--- config.mk ---
export PLATFORM = sky130hd
export DESIGN_NAME = indexed_sequence_store_flat
export DESIGN_NICKNAME = d
export VERILOG_FILES = /design/src/rtl/iss_pkg.sv /design/src/rtl/iss_if.sv /design/src/rtl/iss_ctrl.sv /design/src/rtl/iss_datapath.sv /design/src/rtl/indexed_sequence_store.sv /design/src/flat_wrapper.sv
export VERILOG_INCLUDE_DIRS = /design/src /design/src/rtl
export SDC_FILE = /design/constraint.sdc
export NUM_CORES = 2
export LEC_CHECK = 0
export ABC_AREA = 1
export ABC_CLOCK_PERIOD_IN_PS = 23900
export BUFFER_PORTS_ARGS = -buffer_cell sky130_fd_sc_hd__buf_2
export CELL_PAD_IN_SITES_DETAIL_PLACEMENT = 0
export CELL_PAD_IN_SITES_GLOBAL_PLACEMENT = 2
export CORE_MARGIN = 3
export CORE_UTILIZATION = 46
export CTS_CLUSTER_DIAMETER = 50
export DETAILED_ROUTE_END_ITERATION = 7
export PLACE_DENSITY = 0.83
export REMOVE_ABC_BUFFERS = 1
export SYNTH_ARGS = -nofsm -noshare
export SYNTH_HDL_FRONTEND = slang
export SYNTH_HIERARCHICAL = 1
export SYNTH_SLANG_ARGS = --single-unit
--- constraint.sdc ---
create_clock -name clock -period 23.9 [get_ports clock]
set_clock_uncertainty 0.1 [all_clocks]
set_input_delay 2.39 -clock clock [delete_from_list [all_inputs] [get_ports clock]]
set_output_delay 2.39 -clock clock [all_outputs]
set_load 0.01 [all_outputs]
--- src/rtl/indexed_sequence_store_assert.svh ---
// ---------------------------------------------------------------------------
// Indexed sequence store assertion macros
// Concurrent assertion wrappers; empty when SYNTH is defined.
// ---------------------------------------------------------------------------
`ifndef INDEXED_SEQUENCE_STORE_ASSERT_SVH
`define INDEXED_SEQUENCE_STORE_ASSERT_SVH

`ifndef SYNTH

// condition holds at every edge outside reset
`define ISS_ASSERT_ALWAYS(label, clk, rst, cond) \
   label: assert property (@(posedge clk) disable iff (rst) (cond)) \
      else $error("indexed sequence store assertion failed");

// same-cycle implication
`define ISS_ASSERT_IMP(label, clk, rst, ante, cons) \
   label: assert property (@(posedge clk) disable iff (rst) (ante) |-> (cons)) \
      else $error("indexed sequence store assertion failed");

// next-cycle implication
`define ISS_ASSERT_NEXT(label, clk, rst, ante, cons) \
   label: assert property (@(posedge clk) disable iff (rst) (ante) |=> (cons)) \
      else $error("indexed sequence store assertion failed");

`else

`define ISS_ASSERT_ALWAYS(label, clk, rst, cond)
`define ISS_ASSERT_IMP(label, clk, rst, ante, cons)
`define ISS_ASSERT_NEXT(label, clk, rst, ante, cons)

`endif

`endif

--- src/rtl/iss_pkg.sv ---
`timescale 1ns / 1ps
// ---------------------------------------------------------------------------
// Indexed sequence store package
// Field widths, opcode and status codes, controller/datapath handshake types.
// ---------------------------------------------------------------------------
package iss_pkg;

   localparam int unsigned CAPACITY_DEFAULT = 64;

   localparam int unsigned OPCODE_W   = 3;
   localparam int unsigned POSITION_W = 6;
   localparam int unsigned SPAN_W     = 7;
   localparam int unsigned DATA_W     = 32;
   localparam int unsigned STATUS_W   = 2;
   localparam int unsigned LENGTH_W   = 7;

   typedef enum logic [OPCODE_W-1:0] {
      OP_APPEND      = 3'd0,
      OP_REMOVE_LAST = 3'd1,
      OP_INSERT      = 3'd2,
      OP_ERASE       = 3'd3,
      OP_READ        = 3'd4,
      OP_WRITE       = 3'd5,
      OP_CLEAR       = 3'd6
   } opcode_type;

   typedef enum logic [STATUS_W-1:0] {
      ST_OK    = 2'd0,
      ST_EMPTY = 2'd1,
      ST_INDEX = 2'd2,
      ST_FULL  = 2'd3
   } status_type;

   typedef struct packed {
      logic capture;
      logic check;
      logic shift;
      logic access;
      logic fetch_first;
      logic fetch_last;
      logic load_rsp;
   } cmd_type;

   typedef struct packed {
      logic do_shift;
      logic moves_zero;
      logic rsp_busy;
   } sts_type;

endpackage

--- src/rtl/iss_if.sv ---
`timescale 1ns / 1ps
// ---------------------------------------------------------------------------
// Indexed sequence store channels
// Valid/ready request and response interfaces.
// ---------------------------------------------------------------------------
interface iss_req_if;
   logic                                  valid;
   logic                                  ready;
   logic        [iss_pkg::OPCODE_W-1:0]   opcode;
   logic        [iss_pkg::POSITION_W-1:0] position;
   logic        [iss_pkg::SPAN_W-1:0]     span;
   logic signed [iss_pkg::DATA_W-1:0]     data_in;

   modport source (output valid, output opcode, output position, output span,
                   output data_in, input ready);
   modport sink   (input valid, input opcode, input position, input span,
                   input data_in, output ready);
endinterface

interface iss_rsp_if;
   logic                                valid;
   logic                                ready;
   logic        [iss_pkg::STATUS_W-1:0] status;
   logic signed [iss_pkg::DATA_W-1:0]   read_data;
   logic signed [iss_pkg::DATA_W-1:0]   first_value;
   logic signed [iss_pkg::DATA_W-1:0]   last_value;
   logic        [iss_pkg::LENGTH_W-1:0] length;
   logic                                is_empty;

   modport source (output valid, output status, output read_data,
                   output first_value, output last_value, output length,
                   output is_empty, input ready);
   modport sink   (input valid, input status, input read_data,
                   input first_value, input last_value, input length,
                   input is_empty, output ready);
endinterface

--- src/rtl/iss_ctrl.sv ---
`timescale 1ns / 1ps
// ---------------------------------------------------------------------------
// Indexed sequence store controller
// Sequences capture, check, shift, access, fetch and response load.
// ---------------------------------------------------------------------------
module iss_ctrl (
   input  logic             clock,
   input  logic             reset,
   input  logic             req_valid,
   output logic             req_ready,
   input  iss_pkg::sts_type sts,
   output iss_pkg::cmd_type cmd
);

   typedef enum logic [6:0] {
      S_IDLE        = 7'b0000001,
      S_CHECK       = 7'b0000010,
      S_SHIFT       = 7'b0000100,
      S_ACCESS      = 7'b0001000,
      S_FETCH_FIRST = 7'b0010000,
      S_FETCH_LAST  = 7'b0100000,
      S_DONE        = 7'b1000000
   } state_type;

   state_type state_ff;
   state_type state_in;

   assign req_ready = (state_ff == S_IDLE);

   always_comb begin
      state_in = state_ff;
      cmd      = '0;
      case (state_ff)
         S_IDLE: begin
            if (req_valid) begin
               cmd.capture = 1'b1;
               state_in    = S_CHECK;
            end
         end
         S_CHECK: begin
            cmd.check = 1'b1;
            state_in  = sts.do_shift ? S_SHIFT : S_ACCESS;
         end
         S_SHIFT: begin
            cmd.shift = 1'b1;
            if (sts.moves_zero) begin
               state_in = S_ACCESS;
            end
         end
         S_ACCESS: begin
            cmd.access = 1'b1;
            state_in   = S_FETCH_FIRST;
         end
         S_FETCH_FIRST: begin
            cmd.fetch_first = 1'b1;
            state_in        = S_FETCH_LAST;
         end
         S_FETCH_LAST: begin
            cmd.fetch_last = 1'b1;
            state_in       = S_DONE;
         end
         S_DONE: begin
            if (!sts.rsp_busy) begin
               cmd.load_rsp = 1'b1;
               state_in     = S_IDLE;
            end
         end
         default: begin
            state_in = S_IDLE;
         end
      endcase
   end

   always_ff @(posedge clock) begin
      if (reset) begin
         state_ff <= S_IDLE;
      end else begin
         state_ff <= state_in;
      end
   end

endmodule

--- src/rtl/iss_datapath.sv ---
`timescale 1ns / 1ps
// ---------------------------------------------------------------------------
// Indexed sequence store datapath
// Element memory, count, opcode check, element shifter and response register.
// ---------------------------------------------------------------------------
`include "indexed_sequence_store_assert.svh"

module iss_datapath #(
   parameter int unsigned CAPACITY = iss_pkg::CAPACITY_DEFAULT
) (
   input  logic                                  clock,
   input  logic                                  reset,
   input  iss_pkg::cmd_type                      cmd,
   output iss_pkg::sts_type                      sts,
   input  logic        [iss_pkg::OPCODE_W-1:0]   req_opcode,
   input  logic        [iss_pkg::POSITION_W-1:0] req_position,
   input  logic        [iss_pkg::SPAN_W-1:0]     req_span,
   input  logic signed [iss_pkg::DATA_W-1:0]     req_data_in,
   input  logic                                  rsp_ready,
   output logic                                  rsp_valid,
   output logic        [iss_pkg::STATUS_W-1:0]   rsp_status,
   output logic signed [iss_pkg::DATA_W-1:0]     rsp_read_data,
   output logic signed [iss_pkg::DATA_W-1:0]     rsp_first_value,
   output logic signed [iss_pkg::DATA_W-1:0]     rsp_last_value,
   output logic        [iss_pkg::LENGTH_W-1:0]   rsp_length,
   output logic                                  rsp_is_empty
);

   localparam int unsigned AW = $clog2(CAPACITY);
   localparam int unsigned CW = $clog2(CAPACITY + 1);
   localparam int unsigned EW = ((CW > iss_pkg::LENGTH_W) ? CW : iss_pkg::LENGTH_W) + 1;
   localparam int unsigned DW = iss_pkg::DATA_W;

   // element memory
   logic signed [DW-1:0] mem [CAPACITY];
   logic signed [DW-1:0] rdata_ff;
   logic                 mem_we;
   logic        [AW-1:0] mem_waddr;
   logic signed [DW-1:0] mem_wdata;
   logic                 mem_re;
   logic        [AW-1:0] mem_raddr;

   // captured transaction
   iss_pkg::opcode_type              op_ff, op_in;
   logic [iss_pkg::POSITION_W-1:0]   pos_ff, pos_in;
   logic [iss_pkg::SPAN_W-1:0]       span_ff, span_in;
   logic signed [DW-1:0]             data_ff, data_in;

   // check results
   iss_pkg::status_type  status_ff, status_in;
   logic                 up_ff, up_in;
   logic                 wr_en_ff, wr_en_in;
   logic                 rd_en_ff, rd_en_in;
   logic [AW-1:0]        acc_addr_ff, acc_addr_in;
   logic [CW-1:0]        moves_ff, moves_in;
   logic [AW-1:0]        src_ff, src_in;
   logic [CW-1:0]        new_cnt_ff, new_cnt_in;

   // shifter and count
   logic                 pend_ff, pend_in;
   logic [AW-1:0]        wr_idx_ff, wr_idx_in;
   logic [CW-1:0]        count_ff, count_in;

   // result assembly
   logic signed [DW-1:0] rd_val_ff, rd_val_in;
   logic signed [DW-1:0] first_ff, first_in;

   // response register
   logic                           rsp_valid_ff, rsp_valid_in;
   logic [iss_pkg::STATUS_W-1:0]   rsp_status_ff, rsp_status_in;
   logic signed [DW-1:0]           rsp_read_ff, rsp_read_in;
   logic signed [DW-1:0]           rsp_first_ff, rsp_first_in;
   logic signed [DW-1:0]           rsp_last_ff, rsp_last_in;
   logic [iss_pkg::LENGTH_W-1:0]   rsp_len_ff, rsp_len_in;
   logic                           rsp_empty_ff, rsp_empty_in;

   // decode
   iss_pkg::status_type  chk_status;
   logic                 chk_shift;
   logic                 chk_up;
   logic                 chk_wr;
   logic                 chk_rd;
   logic [AW-1:0]        chk_addr;
   logic [CW-1:0]        chk_moves;
   logic [AW-1:0]        chk_src;
   logic [CW-1:0]        chk_cnt;

   logic [EW-1:0] cnt_e, pos_e, span_e, sum_e;
   logic [EW-1:0] cnt_inc_e, cnt_dec_e, ins_moves_e, ers_moves_e, ers_cnt_e;
   logic [EW-1:0] dest_down_e;
   logic          full, empty;
   logic          moves_zero;
   logic          rsp_busy;

   assign cnt_e       = EW'(count_ff);
   assign pos_e       = EW'(pos_ff);
   assign span_e      = EW'(span_ff);
   assign sum_e       = pos_e + span_e;
   assign cnt_inc_e   = cnt_e + EW'(1);
   assign cnt_dec_e   = cnt_e - EW'(1);
   assign ins_moves_e = cnt_e - pos_e;
   assign ers_moves_e = cnt_e - sum_e;
   assign ers_cnt_e   = cnt_e - span_e;
   assign dest_down_e = EW'(src_ff) - span_e;
   assign full        = (cnt_e >= EW'(CAPACITY));
   assign empty       = (count_ff == '0);
   assign moves_zero  = (moves_ff == '0);
   assign rsp_busy    = rsp_valid_ff && !rsp_ready;

   assign sts.do_shift   = chk_shift;
   assign sts.moves_zero = moves_zero;
   assign sts.rsp_busy   = rsp_busy;

   always_comb begin
      chk_status = iss_pkg::ST_OK;
      chk_shift  = 1'b0;
      chk_up     = 1'b0;
      chk_wr     = 1'b0;
      chk_rd     = 1'b0;
      chk_addr   = '0;
      chk_moves  = '0;
      chk_src    = '0;
      chk_cnt    = count_ff;
      case (op_ff)
         iss_pkg::OP_APPEND: begin
            if (full) begin
               chk_status = iss_pkg::ST_FULL;
            end else begin
               chk_wr   = 1'b1;
               chk_addr = cnt_e[AW-1:0];
               chk_cnt  = cnt_inc_e[CW-1:0];
            end
         end
         iss_pkg::OP_REMOVE_LAST: begin
            if (empty) begin
               chk_status = iss_pkg::ST_EMPTY;
            end else begin
               chk_cnt = cnt_dec_e[CW-1:0];
            end
         end
         iss_pkg::OP_INSERT: begin
            if (full) begin
               chk_status = iss_pkg::ST_FULL;
            end else if (empty) begin
               chk_wr   = 1'b1;
               chk_addr = '0;
               chk_cnt  = CW'(1);
            end else if (pos_e >= cnt_e) begin
               chk_status = iss_pkg::ST_INDEX;
            end else begin
               chk_shift = 1'b1;
               chk_up    = 1'b1;
               chk_moves = ins_moves_e[CW-1:0];
               chk_src   = cnt_dec_e[AW-1:0];
               chk_wr    = 1'b1;
               chk_addr  = pos_e[AW-1:0];
               chk_cnt   = cnt_inc_e[CW-1:0];
            end
         end
         iss_pkg::OP_ERASE: begin
            if (empty) begin
               chk_status = iss_pkg::ST_EMPTY;
            end else if (sum_e > cnt_e) begin
               chk_status = iss_pkg::ST_INDEX;
            end else begin
               chk_shift = (ers_moves_e != '0);
               chk_moves = ers_moves_e[CW-1:0];
               chk_src   = sum_e[AW-1:0];
               chk_cnt   = ers_cnt_e[CW-1:0];
            end
         end
         iss_pkg::OP_READ, iss_pkg::OP_WRITE: begin
            if (empty) begin
               chk_status = iss_pkg::ST_EMPTY;
            end else if (pos_e >= cnt_e) begin
               chk_status = iss_pkg::ST_INDEX;
            end else begin
               chk_rd   = (op_ff == iss_pkg::OP_READ);
               chk_wr   = (op_ff == iss_pkg::OP_WRITE);
               chk_addr = pos_e[AW-1:0];
            end
         end
         iss_pkg::OP_CLEAR: begin
            chk_cnt = '0;
         end
         default: begin
         end
      endcase
   end

   // memory port selection
   always_comb begin
      mem_we    = 1'b0;
      mem_waddr = acc_addr_ff;
      mem_wdata = data_ff;
      mem_re    = 1'b0;
      mem_raddr = src_ff;
      if (cmd.shift && pend_ff) begin
         mem_we    = 1'b1;
         mem_waddr = wr_idx_ff;
         mem_wdata = rdata_ff;
      end
      if (cmd.access && wr_en_ff) begin
         mem_we = 1'b1;
      end
      if (cmd.shift && !moves_zero) begin
         mem_re = 1'b1;
      end
      if (cmd.access && rd_en_ff) begin
         mem_re    = 1'b1;
         mem_raddr = acc_addr_ff;
      end
      if (cmd.fetch_first) begin
         mem_re    = 1'b1;
         mem_raddr = '0;
      end
      if (cmd.fetch_last) begin
         mem_re    = 1'b1;
         mem_raddr = cnt_dec_e[AW-1:0];
      end
   end

   always_ff @(posedge clock) begin
      if (mem_we) begin
         mem[mem_waddr] <= mem_wdata;
      end
      if (mem_re) begin
         rdata_ff <= mem[mem_raddr];
      end
   end

   // next-state logic
   always_comb begin
      op_in         = op_ff;
      pos_in        = pos_ff;
      span_in       = span_ff;
      data_in       = data_ff;
      status_in     = status_ff;
      up_in         = up_ff;
      wr_en_in      = wr_en_ff;
      rd_en_in      = rd_en_ff;
      acc_addr_in   = acc_addr_ff;
      moves_in      = moves_ff;
      src_in        = src_ff;
      new_cnt_in    = new_cnt_ff;
      pend_in       = pend_ff;
      wr_idx_in     = wr_idx_ff;
      count_in      = count_ff;
      rd_val_in     = rd_val_ff;
      first_in      = first_ff;
      rsp_valid_in  = rsp_valid_ff && !rsp_ready;
      rsp_status_in = rsp_status_ff;
      rsp_read_in   = rsp_read_ff;
      rsp_first_in  = rsp_first_ff;
      rsp_last_in   = rsp_last_ff;
      rsp_len_in    = rsp_len_ff;
      rsp_empty_in  = rsp_empty_ff;

      if (cmd.capture) begin
         op_in   = iss_pkg::opcode_type'(req_opcode);
         pos_in  = req_position;
         span_in = req_span;
         data_in = req_data_in;
      end

      if (cmd.check) begin
         status_in   = chk_status;
         up_in       = chk_up;
         wr_en_in    = chk_wr;
         rd_en_in    = chk_rd;
         acc_addr_in = chk_addr;
         moves_in    = chk_moves;
         src_in      = chk_src;
         new_cnt_in  = chk_cnt;
         pend_in     = 1'b0;
      end

      // read one source per cycle, write it to its new slot the cycle after
      if (cmd.shift) begin
         if (moves_zero) begin
            pend_in = 1'b0;
         end else begin
            pend_in   = 1'b1;
            moves_in  = moves_ff - CW'(1);
            wr_idx_in = up_ff ? (src_ff + AW'(1)) : dest_down_e[AW-1:0];
            src_in    = up_ff ? (src_ff - AW'(1)) : (src_ff + AW'(1));
         end
      end

      if (cmd.access) begin
         count_in = new_cnt_ff;
      end

      if (cmd.fetch_first) begin
         rd_val_in = rd_en_ff ? rdata_ff : '0;
      end

      if (cmd.fetch_last) begin
         first_in = rdata_ff;
      end

      if (cmd.load_rsp) begin
         rsp_valid_in  = 1'b1;
         rsp_status_in = status_ff;
         rsp_read_in   = rd_val_ff;
         rsp_first_in  = empty ? '0 : first_ff;
         rsp_last_in   = empty ? '0 : rdata_ff;
         rsp_len_in    = cnt_e[iss_pkg::LENGTH_W-1:0];
         rsp_empty_in  = empty;
      end
   end

   always_ff @(posedge clock) begin
      if (reset) begin
         pend_ff      <= 1'b0;
         count_ff     <= '0;
         rsp_valid_ff <= 1'b0;
      end else begin
         pend_ff      <= pend_in;
         count_ff     <= count_in;
         rsp_valid_ff <= rsp_valid_in;
      end
   end

   always_ff @(posedge clock) begin
      op_ff         <= op_in;
      pos_ff        <= pos_in;
      span_ff       <= span_in;
      data_ff       <= data_in;
      status_ff     <= status_in;
      up_ff         <= up_in;
      wr_en_ff      <= wr_en_in;
      rd_en_ff      <= rd_en_in;
      acc_addr_ff   <= acc_addr_in;
      moves_ff      <= moves_in;
      src_ff        <= src_in;
      new_cnt_ff    <= new_cnt_in;
      wr_idx_ff     <= wr_idx_in;
      rd_val_ff     <= rd_val_in;
      first_ff      <= first_in;
      rsp_status_ff <= rsp_status_in;
      rsp_read_ff   <= rsp_read_in;
      rsp_first_ff  <= rsp_first_in;
      rsp_last_ff   <= rsp_last_in;
      rsp_len_ff    <= rsp_len_in;
      rsp_empty_ff  <= rsp_empty_in;
   end

   assign rsp_valid       = rsp_valid_ff;
   assign rsp_status      = rsp_status_ff;
   assign rsp_read_data   = rsp_read_ff;
   assign rsp_first_value = rsp_first_ff;
   assign rsp_last_value  = rsp_last_ff;
   assign rsp_length      = rsp_len_ff;
   assign rsp_is_empty    = rsp_empty_ff;

   `ISS_ASSERT_ALWAYS(a_count_bound, clock, reset, cnt_e <= EW'(CAPACITY))
   `ISS_ASSERT_IMP(a_shift_drained, clock, reset, cmd.access, !pend_ff)
   `ISS_ASSERT_IMP(a_load_free, clock, reset, cmd.load_rsp, !rsp_busy)
   `ISS_ASSERT_NEXT(a_count_commit, clock, reset, !cmd.access, $stable(count_ff))

endmodule

--- src/rtl/indexed_sequence_store.sv ---
`timescale 1ns / 1ps
// ---------------------------------------------------------------------------
// Indexed sequence store
// Bounded ordered sequence of signed words with indexed insert and erase.
// ---------------------------------------------------------------------------
// Usage:
//   req_if carries one operation per transaction: opcode, position, span and
//   data_in. rsp_if returns exactly one result per request: status, read
//   value, first and last elements, length and empty flag.
//   A request is taken only while the block is idle. One that moves no
//   elements passes capture, check, access, first fetch and last fetch,
//   then loads its response and returns to idle for the next request.
//   Insert moves length - position elements, erase range length - position -
//   span, one per cycle through the single memory read port plus a drain
//   step for the last write, before access and the fetches follow.
//   The response sits in an output register; the next request is accepted
//   while it waits. If the receiver stalls, a finished operation holds
//   until the register frees, and request acceptance stops meanwhile.
//   Reset empties the sequence at once (length zero, no clearing pass) and
//   drops any pending response; memory contents are left as they are.
// ---------------------------------------------------------------------------
module indexed_sequence_store #(
   parameter int unsigned CAPACITY = iss_pkg::CAPACITY_DEFAULT
) (
   input  logic      clock,
   input  logic      reset,
   iss_req_if.sink   req_if,
   iss_rsp_if.source rsp_if
);

   iss_pkg::cmd_type cmd;
   iss_pkg::sts_type sts;

   iss_ctrl u_ctrl (
      .clock     (clock),
      .reset     (reset),
      .req_valid (req_if.valid),
      .req_ready (req_if.ready),
      .sts       (sts),
      .cmd       (cmd)
   );

   iss_datapath #(
      .CAPACITY (CAPACITY)
   ) u_datapath (
      .clock           (clock),
      .reset           (reset),
      .cmd             (cmd),
      .sts             (sts),
      .req_opcode      (req_if.opcode),
      .req_position    (req_if.position),
      .req_span        (req_if.span),
      .req_data_in     (req_if.data_in),
      .rsp_ready       (rsp_if.ready),
      .rsp_valid       (rsp_if.valid),
      .rsp_status      (rsp_if.status),
      .rsp_read_data   (rsp_if.read_data),
      .rsp_first_value (rsp_if.first_value),
      .rsp_last_value  (rsp_if.last_value),
      .rsp_length      (rsp_if.length),
      .rsp_is_empty    (rsp_if.is_empty)
   );

endmodule
--- src/flat_wrapper.sv ---
// flat-port wrapper written by rule: the top's interface ports become plain ports
module indexed_sequence_store_flat 
#(
   parameter int unsigned CAPACITY = iss_pkg::CAPACITY_DEFAULT
)
  (clock, reset, req_if_valid, req_if_opcode, req_if_position, req_if_span, req_if_data_in, req_if_ready, rsp_if_valid, rsp_if_status, rsp_if_read_data, rsp_if_first_value, rsp_if_last_value, rsp_if_length, rsp_if_is_empty, rsp_if_ready);
  iss_req_if req_if_i ();
  iss_rsp_if rsp_if_i ();
  input  logic clock;
  input  logic reset;
  input wire logic [$bits(req_if_i.valid)-1:0] req_if_valid;
  input wire logic [$bits(req_if_i.opcode)-1:0] req_if_opcode;
  input wire logic [$bits(req_if_i.position)-1:0] req_if_position;
  input wire logic [$bits(req_if_i.span)-1:0] req_if_span;
  input wire logic [$bits(req_if_i.data_in)-1:0] req_if_data_in;
  output wire logic [$bits(req_if_i.ready)-1:0] req_if_ready;
  output wire logic [$bits(rsp_if_i.valid)-1:0] rsp_if_valid;
  output wire logic [$bits(rsp_if_i.status)-1:0] rsp_if_status;
  output wire logic [$bits(rsp_if_i.read_data)-1:0] rsp_if_read_data;
  output wire logic [$bits(rsp_if_i.first_value)-1:0] rsp_if_first_value;
  output wire logic [$bits(rsp_if_i.last_value)-1:0] rsp_if_last_value;
  output wire logic [$bits(rsp_if_i.length)-1:0] rsp_if_length;
  output wire logic [$bits(rsp_if_i.is_empty)-1:0] rsp_if_is_empty;
  input wire logic [$bits(rsp_if_i.ready)-1:0] rsp_if_ready;
  assign req_if_i.valid = req_if_valid;
  assign req_if_i.opcode = req_if_opcode;
  assign req_if_i.position = req_if_position;
  assign req_if_i.span = req_if_span;
  assign req_if_i.data_in = req_if_data_in;
  assign req_if_ready = req_if_i.ready;
  assign rsp_if_valid = rsp_if_i.valid;
  assign rsp_if_status = rsp_if_i.status;
  assign rsp_if_read_data = rsp_if_i.read_data;
  assign rsp_if_first_value = rsp_if_i.first_value;
  assign rsp_if_last_value = rsp_if_i.last_value;
  assign rsp_if_length = rsp_if_i.length;
  assign rsp_if_is_empty = rsp_if_i.is_empty;
  assign rsp_if_i.ready = rsp_if_ready;
  indexed_sequence_store #(.CAPACITY(CAPACITY)) u_core (.clock(clock), .reset(reset), .req_if(req_if_i), .rsp_if(rsp_if_i));
endmodule
# Yosys cells after proc, flatten, opt, wreduce, memory -nomap -nowiden
# Memories as Yosys holds them, arrays and structs flattened. A register that Yosys moved wholly into a read port is not among the register bits.
# Index checks and enable logic that the tools add are counted.
# op_classes
n_shift	0
n_addsub	10
div_mod_pow	0
multipliers	0
n_bitwise	2
n_lt_le_gt_ge	3
mux	85
reduce_logical	16
n_eq_ne	16
# ops
operator	n
$mux 7	18
$mux 6	18
$pmux 7 s7	1
$pmux 7 s5	1
$mux 1	32
$mux 32	1
$pmux 6 s3	1
$logic_not 7->1	2
$mux 2	7
$pmux 7 s2	1
$sub 7x1->7 const B	2
$pmux 6 s2	1
$pmux 2 s5	1
$eq 3x3->1 const B	3
$add 6x7->8	1
$gt 8x7->1	1
$reduce_bool 8->1	1
$sub 7x8->8	1
$add 7x1->7 const B	1
$eq 7x1->1 const B	1
$eq 7x2->1 const B	1
$eq 7x3->1 const B	1
$eq 7x4->1 const B	1
$eq 7x5->1 const B	1
other kinds (24)	33
# totals
output_inout_bits	108
rom_bits	0
mem_bits_rw	2048
memories	1
latch_bits	0
inputBits	52
ff_bits	271
# memory_table
name	words	width	rd	rd_ports_with_merged_regs	wr	line_no	source
u_core.u_datapath.mem	64	32	1	1	1	iss_datapath.sv:35	logic signed [DW-1:0] mem [CAPACITY];

# Logic depth before layout (Yosys ltp)
# depth
ltp_word	8
ltp_mapped	23

# Cells and area by module
# The synthesis kept the hierarchy.
# by_module_without_submodules
module	area_each_um2	instances	cells_per_inst	seq_area_each_um2
iss_datapath	100388.8	1	9150	70167.3
iss_ctrl	523.0	1	72	140.1

# Least setup slack after synthesis
# Ideal clock, no wire load.
# synth_timing
path_type	input to register
start	input rsp_if_ready
end	register u_core.u_datapath.rsp_first_ff[0], in the netlist u_core/u_datapath/rsp_first_value[0] (enable)
slack_ns	10.290
path_buffers	1
stages	3
arrival_time_ns	12.677
cell_sequence	nor2_1 buf_4 nor4_1
# synth_rtl
element	line_no	source
start: declaration	flat_wrapper.sv:24	input wire logic [$bits(rsp_if_i.ready)-1:0] rsp_if_ready;
end signal: assignment	iss_datapath.sv:343	rsp_first_ff <= rsp_first_in;
end: declaration	iss_datapath.sv:72	logic signed [DW-1:0] rsp_first_ff, rsp_first_in;

==> impl_metrics.ini <==
[worst_setup_path]
path_buf_inv = 3
worst_path_dominant_cell_family = simple AND/OR/NAND/NOR gates
crit_top_cell = nand3_1
path_class = flop to flop
arrival_ns = 7.49
worstPathRequired_ns = 24.45
cp-end-kind = flop
path_cells = nor2_2 > nand2_2 > nor2_4 > nand2_8 > nand2_8 > buf_12 > buf_4 > buf_4 > nand2_1 > nand3_1 > nand3_1 > nand3_1 > nand3_1 > nand3_1 > nand2_1
slowest_stage = nand2_8
worstSetupStartpointType = flop
worstPathMaxFanout = 186
slowest_delay_ns = 0.98

[global_routing]
grt_overflow = 0
met2_usage = 0.446
grtUsageMet1 = 0.408
grt_max_degree = 187
grt_pass1_vias = 66600
antenna_found_initial = 14
busiest_layer = met2
use_met3 = 0.0432
track_usage = 0.285
grt_pass1_wl_um = 469000

[synth]
synth.area.top_cells = edfxtp_1, nand3_1, nand2_1
syn_avg_cell_area_um2 = 10.9
yosysSeqAreaShare = 0.697
ys_types = 48
synth_edf_count = 2322
ys_async_sr_fraction = 0
yosys_warnings = 6
yosys.area.top_type = edfxtp_1
synth_top_area_frac = 0.691
ys.flop_type = edfxtp_1
synth-seq-cells = 2351
synth_cells = 9222
synth_area_um2 = 101000

[clock_tree]
clock_path_buffers = 4
ctsRootBufferMaster = clkbuf_16
cts_sinks = 2351
postCtsHoldBufs = 0
clkTransAtPathRegs_ns = 0.06
post-cts-setup-buffers = 0
ctsResizeCount = 0
htree_levels = 5
cts_made_buffers = 289
cts_tree = built
clock_latency_ns = 0.92

[timing]
slew_headroom = 0.199
hold_violations = 0
worstMarginPinSlew_ns = 1.20
post-route-period-util = 0.290
rsz0062_at_grt = no
setup_tns_ns = 0
fin_crit_ns = 6.94
final-max-slew-violation-count = 0
setup_violations = 0
max_freq_mhz = 144
holdWs_ns = 0.303

[routing]
via_per_inst = 5.74
first_pass_iters = 8
vias = 70800
wl_um = 324000
wl_per_cell_um = 26.3
drtAntennaViolNets = 0
drt_iter0_drc = 8033
drcViolationCount = 0

[die]
io_pins = 160
start_util = 0.464
die_area_um2 = 225000
die_x_um = 474
coreArea_um2 = 218000
rows = 171
die_h_um = 474

[placement]
gp_congestion = 0.844
dp_hpwl_um = 168000
port_buffers = 159

[power_and_ir_drop]
power.density_nw_per_um2 = 91.2
p_total_mw = 10.4
power_leakage_nw = 44.4
ir_drop_v = 0.0000890

[cells_and_area]
layout_commonest_cell = nand2_1
nets = 9361
nFillCells = 18800
area_delta_synth_final_pct = 13.1
fin_util = 0.524
drive_gt1_frac = 0.0932
final_cell_mix = nand2_1, edfxtp_1, nand3_1

[worst_hold_path]
min_path_type = flop to flop

[run_status]
run_status = finished, final reports clean

[flow_run]
cap_violations = 0
==> path summary, 6_finish.rpt <==
| path | from | endpoint | slack, ns | cells after the start |
|---|---|---|---|---|
| setup / recovery | u_core/u_ctrl/state_ff[2]$_SDFFE_PP0P_ | u_core/u_datapath/rdata_ff[19]$_DFFE_PP_ | 16.96 | 15 |
| hold / removal | u_core/u_datapath/rd_val_ff[12]$_SDFFCE_PN0P_ | u_core/u_datapath/rsp_read_data[12]$_DFFE_PP_ | 0.30 | 0 |
| setup reg to reg | u_core/u_ctrl/state_ff[2]$_SDFFE_PP0P_ | u_core/u_datapath/rdata_ff[19]$_DFFE_PP_ | 16.96 | 15 |
| hold reg to reg | u_core/u_datapath/rd_val_ff[12]$_SDFFCE_PN0P_ | u_core/u_datapath/rsp_read_data[12]$_DFFE_PP_ | 0.30 | 0 |
==> synthesized netlist by cell type, types with 9 or more instances <==
| cell type | n |
|---|---|
| dfxtp_1 | 29 |
| buf_4 | 29 |
| buf_1 | 99 |
| nor3_1 | 12 |
| nand2_1 | 2686 |
| nand3b_1 | 131 |
| edfxtp_1 | 2322 |
| nor2_1 | 202 |
| ha_1 | 38 |
| nand3_1 | 2219 |
| xor2_1 | 17 |
| nor2_2 | 9 |
| o21ai_0 | 71 |
| clkbuf_1 | 204 |
| xnor2_1 | 13 |
| a21oi_1 | 64 |
| buf_2 | 255 |
| inv_1 | 722 |
| nand4_1 | 13 |
==> through the flow <==
step	instances	setup WS, ns	area (µm²)
5_1_grt	12300	16.49	114000
4_1_cts	12300	16.97	114000
2_1_floorplan	8634	-6.77	98300
3_3_place_gp	11800	17.10	105000
3_5_place_dp	11800	17.00	105000
6_report	12300	16.96	114000
==> registers in the layout, summed over array words and instances (netlist names), 32 cells and up <==
register	count
u_core/u_datapath/first_ff	32
u_core/u_datapath/rsp_read_data	32
u_core/u_datapath/rd_val_ff	32
u_core/u_datapath/rsp_last_value	32
u_core/u_datapath/mem	2048
u_core/u_datapath/data_ff	32
u_core/u_datapath/rdata_ff	32
u_core/u_datapath/rsp_first_value	32
==> worst reg2reg max path, delay by kind of cell (launching register included) <==
family                 cells  cell delay [ns]
DFF                        1             0.34
buffers and inverters      3             2.76
and+or+nand+nor           12             3.51
==> area by class of cell <==
type                            instances  area [µm²]  area share
Multi-Input combinational cell       5551       26200       0.230
Inverter                              732        2760      0.0242
Sequential cell                      2351       70300       0.616
Antenna cell                            8        20.0    0.000175
Clock buffer                          347        7620      0.0668
Timing Repair Buffer                  341        2320      0.0204
Clock inverter                        141        1290      0.0114
Tap cell                             2854        3570      0.0313
==> report_power, final <==
| part | internal, mW | total (mW) | switching (mW) |
|---|---|---|---|
| Combinational | 0.477 | 1.66 | 1.19 |
| Sequential | 4.57 | 4.58 | 0.00848 |
| Clock | 2.49 | 4.17 | 1.68 |
==> layer usage <==
metal | part of all wire | routed length, µm
met1 | 0.42 | 137000
met2 | 0.46 | 149000
met3 | 0.083 | 27000
met4 | 0.034 | 11000
met5 | 0.000080 | 26
==> cell families after synthesis <==
logic type	share of synthesized area
compound gates	0.00949
xor+xnor	0.00260
fa+ha+maj	0.00570
mux	0.0000992
buf+inv	0.0534
simple gates	0.232
flops	0.697
Power figures use the tool's default switching activity.
